===== src/rtl/csls_pkg.sv =====
// Shared types, constants and scan functions for the comment-stripping line splitter.
package csls_pkg;

  localparam logic [7:0] CH_CR    = 8'h0D;
  localparam logic [7:0] CH_LF    = 8'h0A;
  localparam logic [7:0] CH_SLASH = 8'h2F;
  localparam logic [7:0] CH_STAR  = 8'h2A;

  localparam int unsigned MaxRes = 3;

  // Configuration register indexes
  typedef enum logic [1:0] {
    REG_C_STYLE    = 2'd0,
    REG_BLOCK_BEG  = 2'd1,
    REG_BLOCK_END  = 2'd2,
    REG_LINE_CHAR  = 2'd3
  } reg_idx_t;

  typedef enum logic [2:0] {
    M_NORMAL = 3'd0,
    M_HELD   = 3'd1,
    M_LINE   = 3'd2,
    M_CBLOCK = 3'd3,
    M_CUSTOM = 3'd4
  } mode_t;

  typedef struct packed {
    logic       c_style_enable;
    logic [7:0] block_begin_char;
    logic [7:0] block_end_char;
    logic [7:0] line_comment_char;
  } cfg_t;

  typedef struct packed {
    mode_t mode;
    logic  star_seen;
    logic  swallow_newline;
    logic  line_open;
  } st_t;

  localparam st_t ST_RESET = '{mode: M_NORMAL, star_seen: 1'b0,
                               swallow_newline: 1'b0, line_open: 1'b0};

  typedef struct packed {
    logic [7:0] out_char;
    logic       char_valid;
    logic       line_done;
  } res_t;

  typedef struct packed {
    st_t  st;
    logic emit;
    res_t res;
  } step_t;

  function automatic logic is_crlf(logic [7:0] b);
    return (b == CH_CR) || (b == CH_LF);
  endfunction

  // Close the current line: emit a line-done result and arm the CR/LF swallow.
  function automatic step_t end_line(st_t s);
    step_t r;
    r.st                 = s;
    r.st.line_open       = 1'b0;
    r.st.swallow_newline = 1'b1;
    r.st.mode            = M_NORMAL;
    r.emit               = 1'b1;
    r.res                = '{out_char: 8'h00, char_valid: 1'b0, line_done: 1'b1};
    return r;
  endfunction

  // Byte in normal text once the C-style slash check is done.
  function automatic step_t plain_byte(cfg_t cfg, st_t s, logic [7:0] b);
    step_t r;
    r.st   = s;
    r.emit = 1'b0;
    r.res  = '0;
    if (cfg.line_comment_char != 8'h00 && b == cfg.line_comment_char) begin
      if (is_crlf(b)) begin
        r = end_line(s);
      end else begin
        r.st.mode      = M_LINE;
        r.st.line_open = 1'b1;
      end
    end else if (cfg.block_begin_char != 8'h00 && b == cfg.block_begin_char) begin
      if (cfg.block_begin_char == cfg.block_end_char) begin
        if (is_crlf(b)) begin
          r = end_line(s);
        end else begin
          r.st.line_open = 1'b1;
        end
      end else begin
        r.st.mode      = M_CUSTOM;
        r.st.line_open = 1'b1;
      end
    end else if (is_crlf(b)) begin
      r = end_line(s);
    end else begin
      r.emit         = 1'b1;
      r.res          = '{out_char: b, char_valid: 1'b1, line_done: 1'b0};
      r.st.line_open = 1'b1;
    end
    return r;
  endfunction

  // One byte in any mode but the held-slash mode, which the caller resolves first.
  function automatic step_t dispatch(cfg_t cfg, st_t s, logic [7:0] b);
    step_t r;
    st_t   s2;
    r.st   = s;
    r.emit = 1'b0;
    r.res  = '0;
    s2     = s;
    unique case (s.mode)
      M_LINE: begin
        if (is_crlf(b)) begin
          r = end_line(s);
        end
      end
      M_CBLOCK: begin
        if (s.star_seen && b == CH_SLASH) begin
          r.st.mode      = M_NORMAL;
          r.st.star_seen = 1'b0;
        end else begin
          r.st.star_seen = (b == CH_STAR);
        end
      end
      M_CUSTOM: begin
        if (b == cfg.block_end_char) begin
          s2.mode = M_NORMAL;
          if (is_crlf(b)) begin
            r = end_line(s2);
          end else begin
            r.st = s2;
          end
        end
      end
      default: begin
        s2.mode = M_NORMAL;
        if (cfg.c_style_enable && b == CH_SLASH) begin
          r.st           = s2;
          r.st.mode      = M_HELD;
          r.st.line_open = 1'b1;
        end else begin
          r = plain_byte(cfg, s2, b);
        end
      end
    endcase
    return r;
  endfunction

endpackage


===== src/rtl/csls_scan.sv =====
// Single-pass scan of one text byte: next state and up to three packed results.
module csls_scan
  import csls_pkg::*;
(
  input  cfg_t       cfg,
  input  st_t        st,
  input  logic [7:0] text_byte,
  input  logic       final_byte,
  output st_t        st_next,
  output res_t       res [MaxRes],
  output logic [1:0] res_cnt
);

  step_t      held_plain;
  step_t      body;
  step_t      fin_plain;
  step_t      fin_close;
  st_t        s;
  logic       skip;
  logic [3:0] emit;
  res_t       cand [4];

  always_comb begin
    held_plain = '0;
    body       = '0;
    fin_plain  = '0;
    fin_close  = '0;
    emit       = '0;
    s          = st;

    // swallow a CR/LF that directly follows a line end
    skip              = st.swallow_newline && is_crlf(text_byte) && (st.mode == M_NORMAL);
    s.swallow_newline = 1'b0;

    if (!skip) begin
      if (s.mode == M_HELD) begin
        s.mode = M_NORMAL;
        if (text_byte == CH_SLASH) begin
          s.mode = M_LINE;
        end else if (text_byte == CH_STAR) begin
          s.mode      = M_CBLOCK;
          s.star_seen = 1'b1;
        end else begin
          held_plain = plain_byte(cfg, s, CH_SLASH);
          body       = dispatch(cfg, held_plain.st, text_byte);
          emit[0]    = held_plain.emit;
          emit[1]    = body.emit;
          s          = body.st;
        end
      end else begin
        body    = dispatch(cfg, s, text_byte);
        emit[1] = body.emit;
        s       = body.st;
      end
    end

    if (final_byte) begin
      if (s.mode == M_HELD) begin
        s.mode    = M_NORMAL;
        fin_plain = plain_byte(cfg, s, CH_SLASH);
        emit[2]   = fin_plain.emit;
        s         = fin_plain.st;
      end
      if (s.line_open) begin
        fin_close = end_line(s);
        emit[3]   = 1'b1;
      end
      s = ST_RESET;
    end
    st_next = s;
  end

  assign cand[0] = held_plain.res;
  assign cand[1] = body.res;
  assign cand[2] = fin_plain.res;
  assign cand[3] = fin_close.res;

  // pack the emitted results in order
  always_comb begin
    res     = '{default: '0};
    res_cnt = 2'd0;
    for (int i = 0; i < 4; i++) begin
      if (emit[i] && res_cnt != 2'd3) begin
        res[res_cnt] = cand[i];
        res_cnt      = res_cnt + 2'd1;
      end
    end
  end

endmodule


===== src/rtl/comment_stripping_line_splitter_top.sv =====
// Top level of the comment-stripping line splitter: ports, config, input and result registers.
//
// Splits a byte stream into lines and drops comments. Each request on the slave side carries
// one text byte (tdata) and a final-byte flag (tlast). Every kept byte leaves as one result
// with char_valid set; each line end leaves as a separate result with line_done set and a
// zero character; m_tlast marks the last result caused by one request, and a request may
// cause none (comment bytes, swallowed CR/LF) or up to three. Flow: a request lands in an
// input register, is scanned with the state update into a three-entry result buffer, and
// results drain one per cycle while m_tready is high. A request with zero or one result
// sustains one request per cycle when the output does not stall; after more results the next
// request is scanned in the cycle its predecessor's last result is taken. The user must write
// configuration through cfg_we/cfg_index/cfg_data only while the block is idle (the block does
// not enforce it); reset clears config, scan state, in_vld and result counters, not the data.
module comment_stripping_line_splitter_top
  import csls_pkg::*;
(
  input  logic       clk,
  input  logic       rst,
  // configuration write port
  input  logic       cfg_we,
  input  logic [1:0] cfg_index,
  input  logic [7:0] cfg_data,
  // byte stream in
  input  logic       s_tvalid,
  output logic       s_tready,
  input  logic [7:0] s_tdata,   // [7:0] text_byte
  input  logic       s_tlast,   // final_byte
  // result stream out
  output logic       m_tvalid,
  input  logic       m_tready,
  output logic [7:0] m_tdata,   // [7:0] out_char
  output logic [1:0] m_tuser,   // [0] char_valid, [1] line_done
  output logic       m_tlast    // run_last
);

  cfg_t       cfg;
  st_t        st;
  st_t        st_next;

  // input register
  logic       in_vld;
  logic [7:0] in_byte;
  logic       in_last;

  // result buffer
  res_t       rbuf [MaxRes];
  logic [1:0] rcnt;
  logic [1:0] rptr;

  res_t       scan_res [MaxRes];
  logic [1:0] scan_cnt;

  logic       take;
  logic       last_take;
  logic       buf_free;
  logic       process;

  // configuration registers
  always_ff @(posedge clk) begin
    if (rst) begin
      cfg <= '0;
    end else if (cfg_we) begin
      unique case (reg_idx_t'(cfg_index))
        REG_C_STYLE:   cfg.c_style_enable    <= cfg_data[0];
        REG_BLOCK_BEG: cfg.block_begin_char  <= cfg_data;
        REG_BLOCK_END: cfg.block_end_char    <= cfg_data;
        REG_LINE_CHAR: cfg.line_comment_char <= cfg_data;
        default: ;
      endcase
    end
  end

  csls_scan u_scan (
    .cfg        (cfg),
    .st         (st),
    .text_byte  (in_byte),
    .final_byte (in_last),
    .st_next    (st_next),
    .res        (scan_res),
    .res_cnt    (scan_cnt)
  );

  // output side: one buffered result per cycle while m_tready is high
  assign m_tvalid  = (rptr != rcnt);
  assign m_tlast   = ((rptr + 2'd1) == rcnt);
  assign m_tdata   = rbuf[rptr].out_char;
  assign m_tuser   = {rbuf[rptr].line_done, rbuf[rptr].char_valid};
  assign take      = m_tvalid && m_tready;
  assign last_take = take && m_tlast;

  // scan the held request once the buffer is empty or drains this cycle
  assign buf_free  = !m_tvalid || last_take;
  assign process   = in_vld && buf_free;
  assign s_tready  = !in_vld || process;

  // hold the request until it is scanned
  always_ff @(posedge clk) begin
    if (rst) begin
      in_vld <= 1'b0;
    end else if (s_tready) begin
      in_vld <= s_tvalid;
    end
  end

  always_ff @(posedge clk) begin
    if (s_tvalid && s_tready) begin
      in_byte <= s_tdata;
      in_last <= s_tlast;
    end
  end

  // scan state and result buffer control
  always_ff @(posedge clk) begin
    if (rst) begin
      st   <= ST_RESET;
      rcnt <= 2'd0;
      rptr <= 2'd0;
    end else if (process) begin
      st   <= st_next;
      rcnt <= scan_cnt;
      rptr <= 2'd0;
    end else if (take) begin
      rptr <= rptr + 2'd1;
    end
  end

  always_ff @(posedge clk) begin
    if (process) begin
      rbuf <= scan_res;
    end
  end

`ifndef SYNTH
  // the read pointer never passes the number of buffered results
  a_ptr_bound: assert property (@(posedge clk) disable iff (rst)
    rptr <= rcnt)
    else $error("result read pointer beyond buffered count");

  // a pending CR/LF swallow only follows a closed line
  a_swallow_closed: assert property (@(posedge clk) disable iff (rst)
    st.swallow_newline |-> !st.line_open)
    else $error("swallow armed while a line is open");

  // the star flag only lives inside a C block comment
  a_star_mode: assert property (@(posedge clk) disable iff (rst)
    st.star_seen |-> (st.mode == M_CBLOCK))
    else $error("star flag set outside a block comment");

  // a scanned final byte leaves the scan state at its reset value
  a_final_flush: assert property (@(posedge clk) disable iff (rst)
    (process && in_last) |=> (st == ST_RESET))
    else $error("state not flushed after final byte");
`endif

endmodule


===== config.mk =====
export PLATFORM = sky130hd
export DESIGN_NAME = comment_stripping_line_splitter_top
export DESIGN_NICKNAME = d
export VERILOG_FILES = /design/src/rtl/csls_pkg.sv /design/src/rtl/csls_scan.sv /design/src/rtl/comment_stripping_line_splitter_top.sv
export SDC_FILE = /design/constraint.sdc
export NUM_CORES = 1
export LEC_CHECK = 0
export BUFFER_PORTS_ARGS = -buffer_cell sky130_fd_sc_hd__buf_4
export CAP_MARGIN = 20
export CORE_ASPECT_RATIO = 0.6
export CORE_MARGIN = 2
export CORE_UTILIZATION = 54
export DETAILED_ROUTE_END_ITERATION = 16
export GPL_TIMING_DRIVEN = 0
export PLACE_DENSITY = 0.74
export SLEW_MARGIN = 20
export SYNTH_ARGS = -nofsm -noshare
export SYNTH_HDL_FRONTEND = slang
export SYNTH_SLANG_ARGS = --single-unit

===== constraint.sdc =====
create_clock -name clk -period 4.2 [get_ports clk]
set_input_delay 0.21 -clock clk [delete_from_list [all_inputs] [get_ports clk]]
set_output_delay 0.21 -clock clk [all_outputs]
set_load 0.005 [all_outputs]

==> results of run 1 <==
==> layer usage <==
metal	up-vias	track usage, %	share of wire (%)
met5	-	0	0
met4	0	10.3	1.6
met3	25	6.85	8.3
met2	173	38.8	43
met1	1684	39.7	47
li1	1702	-	-
==> cells in the final DEF (no fill, tap or decap), drive strengths merged, types with 3 or more instances in the layout <==
cell type / synthesis / layout
nor2: 48 / 48
o32ai: 4 / 4
nor4: 7 / 7
and4: 3 / 3
mux2i: 38 / 38
xor2: 26 / 26
edfxtp: 31 / 31
and2: 4 / 4
nand4: 6 / 6
a22oi: 8 / 8
xnor2: 11 / 11
dfxtp: 36 / 36
clkinv: 0 / 3
and3: 6 / 6
a211o: 3 / 3
o21a: 3 / 3
nand2b: 7 / 7
buf: 16 / 73
a21boi: 3 / 3
a21oi: 22 / 22
nand2: 25 / 25
a211oi: 7 / 7
nand3: 12 / 12
nand3b: 5 / 5
nor3: 11 / 11
clkbuf: 10 / 21
clkinvlp: 0 / 3
ha: 8 / 8
o311ai: 3 / 3
o21ai: 13 / 13
inv: 13 / 12
a41oi: 3 / 3
==> timing repair <==
| item | in CTS | in global routing |
|---|---|---|
| hold buffers | 0 | 0 |
| setup buffers | 7 | 15 |
| pin swaps | 6 | 18 |
| endpoints found under the setup margin | 24 | 24 |
| gates resized for setup | 19 | 39 |
==> registers in the layout, summed over array words and instances (netlist names) <==
name / cells
in_vld: 1
cfg: 25
rbuf: 22
st: 6
in_last: 1
rptr: 2
in_byte: 8
rcnt: 2
==> cell type report <==
type / count / area [µm²]
repair buffers: 57 / 432
inverters: 13 / 52.6
multi-input cells: 320 / 2510
clock buffers: 11 / 243
plain buffers: 26 / 173
flip-flops and latches: 67 / 1650
well taps: 104 / 130
fillers: 535 / 2080
clock inverters: 5 / 28.8
==> cells by family after synthesis <==
group                      share of synthesized area (%)
AOI/OAI and AO/OA                                   16.8
xor gates and xnor gates                            7.95
adders and majority gates                           2.46
buffers and inverters                               4.57
DFF                                                 40.5
muxes                                               9.33
and+or+nand+nor                                     18.3
==> metrics by stage <==
step / power (mW) / hold WS, ps / util, % / setup slack (ps) / cell area, µm²
6_report: 1.72 / 48.7 / 71.5 / -16.8 / 5220
5_1_grt: 1.78 / 36.2 / 71.5 / -85.2 / 5220
4_1_cts: 1.71 / 35.5 / 67.5 / 11.2 / 4920
3_5_place_dp: 1.02 / 389 / 61.3 / -744 / 4470
3_3_place_gp: 1.02 / 388 / 61.3 / -692 / 4470
2_1_floorplan: 0.925 / 309 / - / 70.9 / 4080
==> path summary, 6_finish.rpt <==
kind,endpoint,slack (ps),cells past startpoint
worst max-delay path,rbuf[23],-20,16
worst min-delay path,in_byte[6],50,1
worst max register to register,rbuf[23],-20,16
worst min register to register,in_vld,510,2
==> worst max-delay path: stages, from the launching register on <==
cell and delay, ps:
edfxtp_1 370, buf_6 140, or3b_4 430, a211o_4 390, nor4_4 320, o22ai_4 130, a221oi_4 280, buf_6 160
ha_4 210, a311oi_4 250, o32ai_4 170, ha_4 200, a2111oi_4 330, or2_1 170, buf_6 130, buf_12 140
a22oi_1 90
==> power by group through the flow <==
stage | Combinational [mW] | Sequential [mW] | Clock (mW)
finish | 0.290 | 0.753 | 0.673
CTS | 0.266 | 0.752 | 0.688
detailed placement | 0.260 | 0.765 | 0
floorplan | 0.167 | 0.758 | 0
global route | 0.314 | 0.758 | 0.710
global placement | 0.253 | 0.763 | 0
==> impl_summary.md, run 1 <==
Worst setup path
The maximum fanout along the worst path is 10. In this run the critical register-to-register path is launched from in_byte[2]. The startpoint of the most critical setup path is in_byte[2]. The startpoint-to-endpoint class of the critical path is register to register. STA puts the critical path data arrival time at about 4300 ps. At the worst endpoint, the required time is between 4000 and 5000 ps. The worst setup path is captured at a register.

The worst setup path is launched from a register.

Synth
The cell type contributing the most total cell area after synthesis is edfxtp_1. The number of storage elements in the synthesis netlist is 67. The sequential cell area fraction in the yosys report is about two fifths. The net count of the mapped netlist is roughly 460. The commonest cells after synthesis are 48 x nor2_1, 38 x mux2i_1, 36 x dfxtp_1. The synthesized netlist cell count is roughly 430.

Yosys attributes the largest share of cell area to edfxtp_1 23%, dfxtp_1 18%, mux2i_1 9.3%. In this run the biggest area consumer among cell types represents about 23% of the synthesized area. The number of flops mapped to enable cells by yosys is 31. The number of unique standard cell types used by synthesis is 64.

The top flip-flop cell by instance count after synthesis is dfxtp_1. In this run the mean area of a mapped cell was 9.57 µm². By instance count, the leading cell after synthesis is nor2_1. The share of flip-flops with an asynchronous set or reset is 0%. The total number of yosys warnings is 0. The combined area of all synthesized cells is between 4000 and 5000 µm².

Layout
The layout overhead on the synthesized area is 28.1%. The final-stage net count is roughly 530. The layout cell share with drive strength beyond 1 is about a quarter. The final standard cell count with taps included and fillers excluded is about 600. The number of antenna diodes in the final layout is 0.

Timing
At the pin with the least slew margin, the transition time is ~1000 ps. The setup total negative slack is -43.5 ps. The final critical-path required period is ~4200 ps. The final hold violation count was 0. The setup-violating endpoint count in the final report is 5.

Setup repair after global routing could not meet its margin everywhere. In the post-route analysis, the smallest setup slack over all paths is -16.8 ps. Of the available clock period, the critical path in the final layout requires 100%. The headroom to the max-slew limit is approximately a third. The maximum clock rate is around 0.24 GHz.

The largest clock skew in the final design is roughly 5.4 ps. The number of pins exceeding their max-slew limit in the final report is 0.

Detailed routing
Wires add up to about 11 mm. The first TritonRoute pass finished after 5 iterations. The number of DRC markers in iteration 0 is 326. The DRC violation count after routing is 0. The via count is between 3000 and 4000. In the final routed layout, each cell accounts on average for 18.3 µm. Dividing the detail-routed via count by the number of cells gives 5.94. The detail route stage leaves a number of antenna-violating nets equal to 0.

Global routing
The wire length of the first global-routing pass is between 15 and 20 mm. The number of antenna violations at the first check in global routing is 0. The number of global-route vias before repair is approximately 3300. The aggregate global-route resource usage is between 20% and 30%. The global route total overflow is 0. Entering global routing, the biggest net connects 29 pins.

Place
The placer's final routability congestion estimate is a little under 1. The number of I/O port buffers is 35. Once detailed placement completed, the half-perimeter wirelength came to between 7 and 8 mm.

Counting tap cells, the placed design contains a total of between 500 and 600 instances.

Run status
The final reports fail on negative setup slack. The flow ran to the end, but the final reports show violations.

Power and ir drop
In this run the static leakage power is about 2.2 nW. Across the VDD grid, the largest voltage drop is ~0.24 mV. The sequential power share is between 40% and 50%.

The internal power of the cells is ~1.3 mW. The switching power is 0.448 mW. The power density of the placed cells is about 330 nW/µm². In this run switching power makes up about a quarter of total power.

The clock network fraction of total power is 39.2%. In this run, the combinational gates consume 16.9% of the power.

Die
The top-level port count is 37. The initial utilization of the core area, before any placement, comes to ~56%. In this run the standard cell core region covers 7300 µm².

The x dimension of the die is 116 µm. The die area is between 8000 and 9000 µm². The vertical extent of the die is 71.3 µm. The number of rows created at floorplan is 24.

CTS
The number of sinks handled by clock tree synthesis is 67. The number of buffers added by the clock tree synthesis step is 9. The number of levels the H-tree was split into is 3. The TritonCTS clock tree is yes. The register clock-pin slew on the reported worst setup and hold paths is 50 ps.

For the worst-skew pair, the clock arrives at the later sink with an insertion delay of approximately 330 ps. Counting along the longest clock path gives a buffer depth of 2. The clock root buffer is clkbuf_16.

Worst hold path
The path class of the tightest hold or removal check is input port to register. The startpoint of the lowest-slack hold path is s_tdata[6].

Flow run
Across the run, the number of max-cap violations was 0.
No activity file was read; power rests on OpenSTA's default activity.
==> run 2, diff against run 1 <==
--- a/config.mk
+++ b/config.mk
@@ -7,13 +7,13 @@
 export LEC_CHECK = 0
 export BUFFER_PORTS_ARGS = -buffer_cell sky130_fd_sc_hd__buf_4
 export CAP_MARGIN = 20
-export CORE_ASPECT_RATIO = 0.6
+export CORE_ASPECT_RATIO = 1.5
 export CORE_MARGIN = 2
 export CORE_UTILIZATION = 54
 export DETAILED_ROUTE_END_ITERATION = 16
 export GPL_TIMING_DRIVEN = 0
 export PLACE_DENSITY = 0.74
-export SLEW_MARGIN = 20
+export SLEW_MARGIN = 0
 export SYNTH_ARGS = -nofsm -noshare
 export SYNTH_HDL_FRONTEND = slang
 export SYNTH_SLANG_ARGS = --single-unit
==> constraint.sdc (replaced) <==
create_clock -name clk -period 4.2 [get_ports clk]
set_input_delay 0.21 -clock clk [delete_from_list [all_inputs] [get_ports clk]]
set_output_delay 0.21 -clock clk [all_outputs]
set_load 0.05 [all_outputs]
==> run 2 against run 1 <==
- the flow now finishes without violations
- total power shrank 8.1%
- highest routed layer unchanged
- routed wire length shrank 4.6%
- utilization shrank 1.4 points
- fmax grew 1.7%
- worst hold slack lost 24 ps
==> impl_summary.md, run 2 (synthesis results as in run 1) <==
Run status
The flow ran to the end, and the final reports show no timing, DRC or antenna violations.

Detailed routing
Summing over every cut layer, the via total after detailed routing is between 3000 and 4000. For this run, the detailed router's first-pass iteration total came to 4. In the routed design, unresolved DRC markers number 0. Dividing the detail-routed wire length by the instance count gives between 15 and 20 µm. In this run the remaining antenna-violating nets after routing total 0. The via density per instance is 5.82. The number of DRC markers in iteration 0 is between 150 and 200. The total length of routed wires is between 10 and 15 mm.

Global routing
For this run, the total global-route usage over all layers was measured as a little over a quarter. The number of antenna violations at the first check in global routing was 0. The wire length of the first global-routing pass is between 15 and 20 mm.

Summed over all layers, the global routing overflow is 0. The pin count of the biggest net entering global routing is 29. The number of global-route vias before repair is 3382.

Flow run
The count of maximum capacitance violations is 0.

Worst setup path
The type of element launching the critical path is a register. The register-to-register path setup slack is approximately 54 ps. The worst setup path is captured at a register. The most repeated library cell on the critical path is buf_6. The startpoint of the worst-slack reg-to-reg timing path is in_byte[2]. STA puts the critical path data required time at 4270 ps.

The family with the most delay on the worst path is compound AO/OA/AOI/OAI gates. The signal on the critical path passes through buf_6, or3b_4, a211o_4, nor4_4, o22ai_4, a221oi_4, buf_6, ha_4, a311oi_4, o32ai_4, ha_2, a2111oi_4, or2_1, buf_6, buf_6, a22oi_2. The number of cells on the worst reg-to-reg path is 16. Data arrives at the worst endpoint at roughly 4200 ps. The standard cell with the maximum stage delay on the critical path is or3b_4. The maximum fanout along the worst path is 7.

The critical path is of the register to register type. The capture instance of the worst register-to-register path is rbuf[25]. The largest single stage delay on the critical path is 440 ps. Tracing the worst setup path back leads to its startpoint at in_byte[2].

The critical path buffer and inverter count is 4.

Layout
The final design area excluding fillers is 5100 µm². 0 antenna diodes ended up in the layout. The final layout contains 530 nets. cfg holds more flip-flops than any other register. The number of flip-flops under the largest register name is 25. The post-route netlist has 26.2% of its cells at a drive strength greater than 1. The final design utilization is a little over two thirds. The layout overhead on the synthesized area is 25.2%. The largest registers in the layout are cfg x25, rbuf x22, in_byte x8. The commonest non-fill, non-tap cell in the layout is buf_4.

In the layout the commonest cells are 60 x buf_4, 48 x nor2_1, 37 x mux2i_1, 36 x dfxtp_1, 31 x edfxtp_1. The finished layout holds ~600 standard cells, fillers aside. The number of fillers in the final layout is about 570.

CTS
The worst-case clock buffer depth is 2. Buffers inserted during clock tree synthesis total 9. The number of sinks handled by clock tree synthesis is 67. The clock root buffer is clkbuf_8.

The number of levels the H-tree was split into is 3. TritonCTS built the clock tree. The clock network latency to the later pin of the worst-skew pair is 360 ps. After clock tree synthesis, the clock-pin slew on the worst setup and hold paths is ~70 ps.

Die
In this run the standard cell core region covers approximately 7300 µm². The floorplan has 38 rows. Pin placement for this block handled 37 I/O pins. For this configuration, the core starts out at a cell density of 56.0%. In this run the horizontal extent of the chip is approximately 75 µm.

The vertical extent of the die is roughly 110 µm. The die area is between 8000 and 9000 µm².

Worst hold path
The startpoint of the lowest-slack hold path is s_tdata[6]. The endpoint of the worst hold-timing path is in_byte[6]. Counting instances, the worst hold path has a depth of 1. The path class of the tightest hold or removal check is input port to register.

Timing
Setup repair after global routing could not meet its margin everywhere. The smallest clock period supported by the final layout is computed as roughly 4100 ps. The final hold violation count came to 0.

The worst pin sits at a relative slew slack of approximately 38%. Setup violations remaining at the end of the flow were counted as 0. Derived from the worst setup path, the maximum achievable clock frequency is about 0.24 GHz.

Between clock sinks in the finished design, the worst skew comes to ~12 ps. Dividing the final minimum period by the clock period gives about 99%. The number of pins exceeding their max-slew limit in the final report is 0. The measured slew at the worst slew-check pin is roughly 930 ps.

Place
The placer's final routability congestion estimate is 0.925. The half-perimeter wire length of the detailed placement result is 7.67 mm. The instance count after placement with tap cells included is ~560. The count of buffers added on input and output ports is 35.

In this run the cell area measured after placement is 4470 µm².

Power and ir drop
Across the VDD grid, the largest voltage drop is about 0.27 mV. For this design the static power due to leakage is around 2.1 nW. The power density of the placed cells is slightly above 300 nW/µm².
run 2: changes by cell type in the layout (fill, tap and decap cells not counted), sizes merged:
cell / previous run / this run
clkbuf: 21 / 20
clkinvlp: 3 / 2
inv: 12 / 15
buf: 73 / 76
run 2: cell type report:
type                    count  area (µm²)  share of cell area, %
well taps                 100         125                   2.45
clock inverters             7        42.5                  0.834
multi-input cells         320        2460                   48.2
repair buffers             62         487                   9.54
inverters                  13        48.8                  0.956
clock buffers               9         124                   2.43
flip-flops and latches     67        1650                   32.4
plain buffers              25         164                   3.21
run 2: worst max-delay path by stage:
| stage | to | slack, ps | cells after the start |
|---|---|---|---|
| after floorplan | rbuf[24] | 70 | 17 |
| after global placement | rbuf[25] | -700 | 17 |
| after detailed placement | rbuf[25] | -730 | 17 |
| after CTS | rbuf[25] | 60 | 18 |
| after global routing | rbuf[12] | -100 | 16 |
| final | rbuf[25] | 50 | 16 |
run 2: power by group:
group          leakage [nW]  internal (mW)  total, mW  switching (mW)
registers             0.585          0.728      0.751          0.0226
logic                  1.46          0.138      0.366           0.227
clock network        0.0857          0.211      0.461           0.251
total                  2.13           1.08       1.58           0.500
run 2: metal layers:
layer | vias up | share of wire, % | track usage, %
met1 | 1683 | 37 | 26.0
met4 | 0 | 4.3 | 17.0
met2 | 82 | 56 | 49.1
li1 | 1711 | - | -
met3 | 31 | 2.5 | 4.91
met5 | - | 0 | 0
run 2: per-stage QoR:
stage | worst slack, ps | power [mW] | TNS [ps] | hold WS [ps]
2_1_floorplan | 70.9 | 0.999 | 0 | 309
3_3_place_gp | -705 | 1.09 | -13580 | 388
3_5_place_dp | -729 | 1.10 | -14150 | 389
4_1_cts | 59.1 | 1.56 | 0 | 10.5
5_1_grt | -95.9 | 1.64 | -1580 | 12.1
6_report | 54.4 | 1.58 | 0 | 25.1
run 2: repair_timing:
action                                  4_1_cts  5_1_grt
hold endpoints to repair                      0        0
endpoints found under the setup margin       24       23
resized for setup                            21       28
hold buffers                                  0        0
buffers inserted                              7       17
pin swaps                                    10       28
gates cloned                                  0        2
==> run 3, diff against run 2 <==
--- a/config.mk
+++ b/config.mk
@@ -12,6 +12,7 @@
 export CORE_UTILIZATION = 54
 export DETAILED_ROUTE_END_ITERATION = 16
 export GPL_TIMING_DRIVEN = 0
+export MAX_ROUTING_LAYER = met4
 export PLACE_DENSITY = 0.74
 export SLEW_MARGIN = 0
 export SYNTH_ARGS = -nofsm -noshare
==> run 3 against run 2 <==
- routed wire length grew 6.9%
- sequential cell count is the same
- die area is the same
- combinational power is essentially flat
- worst hold slack lost 2.7 ps
- clock-buffer cell count grew 5
- utilization grew 1.8 points
- critical path depth is the same
- register-to-register slack lost 20 ps
- setup slack lost 24 ps
- clock power grew 36%
- non-clock buffer count grew 7
- critical endpoint is now rbuf[23]
- largest cell class unchanged
- highest routed layer unchanged
==> impl_summary.md, run 3 (synthesis results as in run 1) <==
Run status
The run finished with clean final reports.

Die
Measured along the y axis, the die boundary spans around 110 µm. Pin placement for this block handled 37 I/O pins. In this run the standard cell core region covers between 7000 and 8000 µm². The die area is between 8000 and 9000 µm².

The number of rows created at floorplan is 38. The x dimension of the die is 74.9 µm. The initial core utilization is 56.0%.

Detailed routing
In this run the remaining antenna-violating nets after routing total 0. After detailed routing, the average wire length per cell comes to 18.4 µm. Dividing the detail-routed via count by the number of cells gives around 5.9. The routed layout has 3624 vias. After detailed routing, the total wire length is around 11 mm. After detailed routing, the number of remaining DRC violations is 0.

The number of DRC markers in iteration 0 is roughly 200. The first-pass detailed-route iteration total is 5.

Power and ir drop
The power density of the placed cells is ~330 nW/µm². In this run the static leakage power is 2.18 nW. The total power after layout is 1.75 mW. The highest ir drop seen on vdd is between 0.2 and 0.3 mV.

Timing
Measured against its own limit, the worst slew margin works out to a little under two fifths. After layout, the minimum clock period comes to approximately 4200 ps. The measured slew at the worst slew-check pin is approximately 900 ps.

Based on the critical path, the design can be clocked at up to approximately 0.24 GHz. Setup violations remaining at the end of the flow were counted as 0. Setup repair after global routing could not meet its margin everywhere. The number of pins exceeding their max-slew limit in the final report is 0.

The largest clock skew in the final design is 10.4 ps. The final critical path takes up around 99% of the cycle. The final hold violation count is 0.

CTS
The root buffer cell chosen for the clock tree is clkbuf_8. The TritonCTS clock tree is yes. Clock-pin slew was measured on the worst setup and hold paths at approximately 80 ps.

CTS saw 67 sinks. The worst-case clock buffer depth is 2. The clock network latency to the later pin of the worst-skew pair is roughly 360 ps.

The number of buffers added by the clock tree synthesis step is 9. The H-tree was split into 3 levels.

Worst setup path
The kind of end point of the critical path is a register. The type of element launching the critical path is a register. Data arrives at the worst endpoint at about 4200 ps. The maximum fanout along the worst path is 6.

STA puts the critical path data required time at 4270 ps. The critical path is of the register to register type.

Layout
0 antenna diodes ended up in the layout. The register ranked first by flip-flop count is cfg. The multi-input combinational cells in the finished layout cover a total of about 2500 µm².

In the layout the commonest cells are 66 x buf_4, 48 x nor2_1, 37 x mux2i_1, 36 x dfxtp_1, 31 x edfxtp_1. The number of flip-flops under the largest register name is 25. The layout overhead on the synthesized area is 28.5%. The commonest non-fill, non-tap cell in the layout is buf_4. The number of fillers in the final layout is roughly 560. Registers take 1650 µm². The layout cell share with drive strength beyond 1 is 26.5%. In the final layout, the registers with the most flip-flops are cfg x25, rbuf x22, in_byte x8.

The final-stage net count is approximately 540. For this run, the number of standard cells in the final layout without fillers is 610.

Place
The placer's final routability congestion estimate is 0.925. The half-perimeter wire length of the detailed placement result is between 7 and 8 mm. The instance count after placement with tap cells included is 561. The number of I/O port buffers is 35.

Global routing
Global routing used around 28% of the available tracks. Entering global routing, the biggest net connects 29 pins. The wire length of the first global-routing pass is roughly 16 mm. The number of global-route vias before repair is 3387. The number of antenna violations at the first check in global routing came to 0. The global route total overflow is 0.

Flow run
The count of maximum capacitance violations is 0.

Worst hold path
The worst hold-check path type is input port to register.
==> run 3: changes by cell type in the layout (fill, tap and decap cells not counted), sizes merged <==
cell / before / now
buf: 76 / 82
clkinv: 3 / 0
clkbuf: 20 / 25
dlygate4sd3: 0 / 1
bufinv: 0 / 1
inv: 15 / 12
==> run 3: final cells by class <==
| cell class | instances | share of cell area (%) |
|---|---|---|
| multi-input cells | 320 | 47.1 |
| flip-flops and latches | 67 | 31.5 |
| repair buffers | 68 | 10.2 |
| clock buffers | 14 | 3.92 |
| plain buffers | 26 | 3.13 |
| well taps | 100 | 2.39 |
| inverters | 13 | 1.05 |
| clock inverters | 2 | 0.717 |
==> run 3: worst paths after layout <==
| kind | from | to | slack (ps) | cells past startpoint |
|---|---|---|---|---|
| min | s_tdata[3] | in_byte[3] | 20 | 1 |
| max | in_byte[0] | rbuf[23] | 30 | 16 |
| max reg2reg | in_byte[0] | rbuf[23] | 30 | 16 |
| min reg2reg | rcnt[0] | rcnt[0] | 510 | 2 |
==> run 3: through the flow <==
step | setup WS (ps) | setup TNS, ps | utilization (%) | hold slack (ps) | area, µm²
6_report | 30.3 | 0 | 72.0 | 22.4 | 5240
5_1_grt | -128 | -2110 | 72.0 | 1.22 | 5240
4_1_cts | 3.32 | 0 | 67.3 | 7.44 | 4900
3_5_place_dp | -762 | -14530 | 61.4 | 389 | 4470
3_3_place_gp | -709 | -13670 | 61.4 | 388 | 4470
2_1_floorplan | 70.9 | 0 | - | 309 | 4080
==> run 3: metal layers <==
layer	track usage (%)	vias to the layer above	part of all wire (%)	wire length, µm
li1	-	1730	-	-
met1	27.4	1715	37	4210
met2	49.2	136	54	6120
met3	6.73	43	4.0	453
met4	14.7	0	4.2	474
met5	-	-	0	0
==> run 3: repair_timing <==
item,4_1_cts,5_1_grt
hold buffers,0,1
setup buffers,7,22
resized for setup,20,31
endpoints found under the hold margin,0,1
pin swaps,11,21
setup endpoints to repair,24,24
cloned,0,2
==> run 3: power by group <==
group | total, mW | leakage [nW] | internal (mW) | switching [mW]
combinational | 0.368 | 1.48 | 0.136 | 0.232
sequential | 0.750 | 0.585 | 0.728 | 0.0222
clock | 0.628 | 0.119 | 0.379 | 0.249
==> run 3: critical path, stage by stage (launching register included) <==
cell and delay (ps):
edfxtp_1 380, buf_6 140, or3b_4 430, a211o_4 390
nor4_4 280, o22ai_4 130, a221oi_4 260, buf_4 180
ha_4 210, a311oi_4 260, o32ai_4 170, ha_4 200
a2111oi_4 310, or2_1 170, buf_6 140, buf_8 120
a22oi_1 100
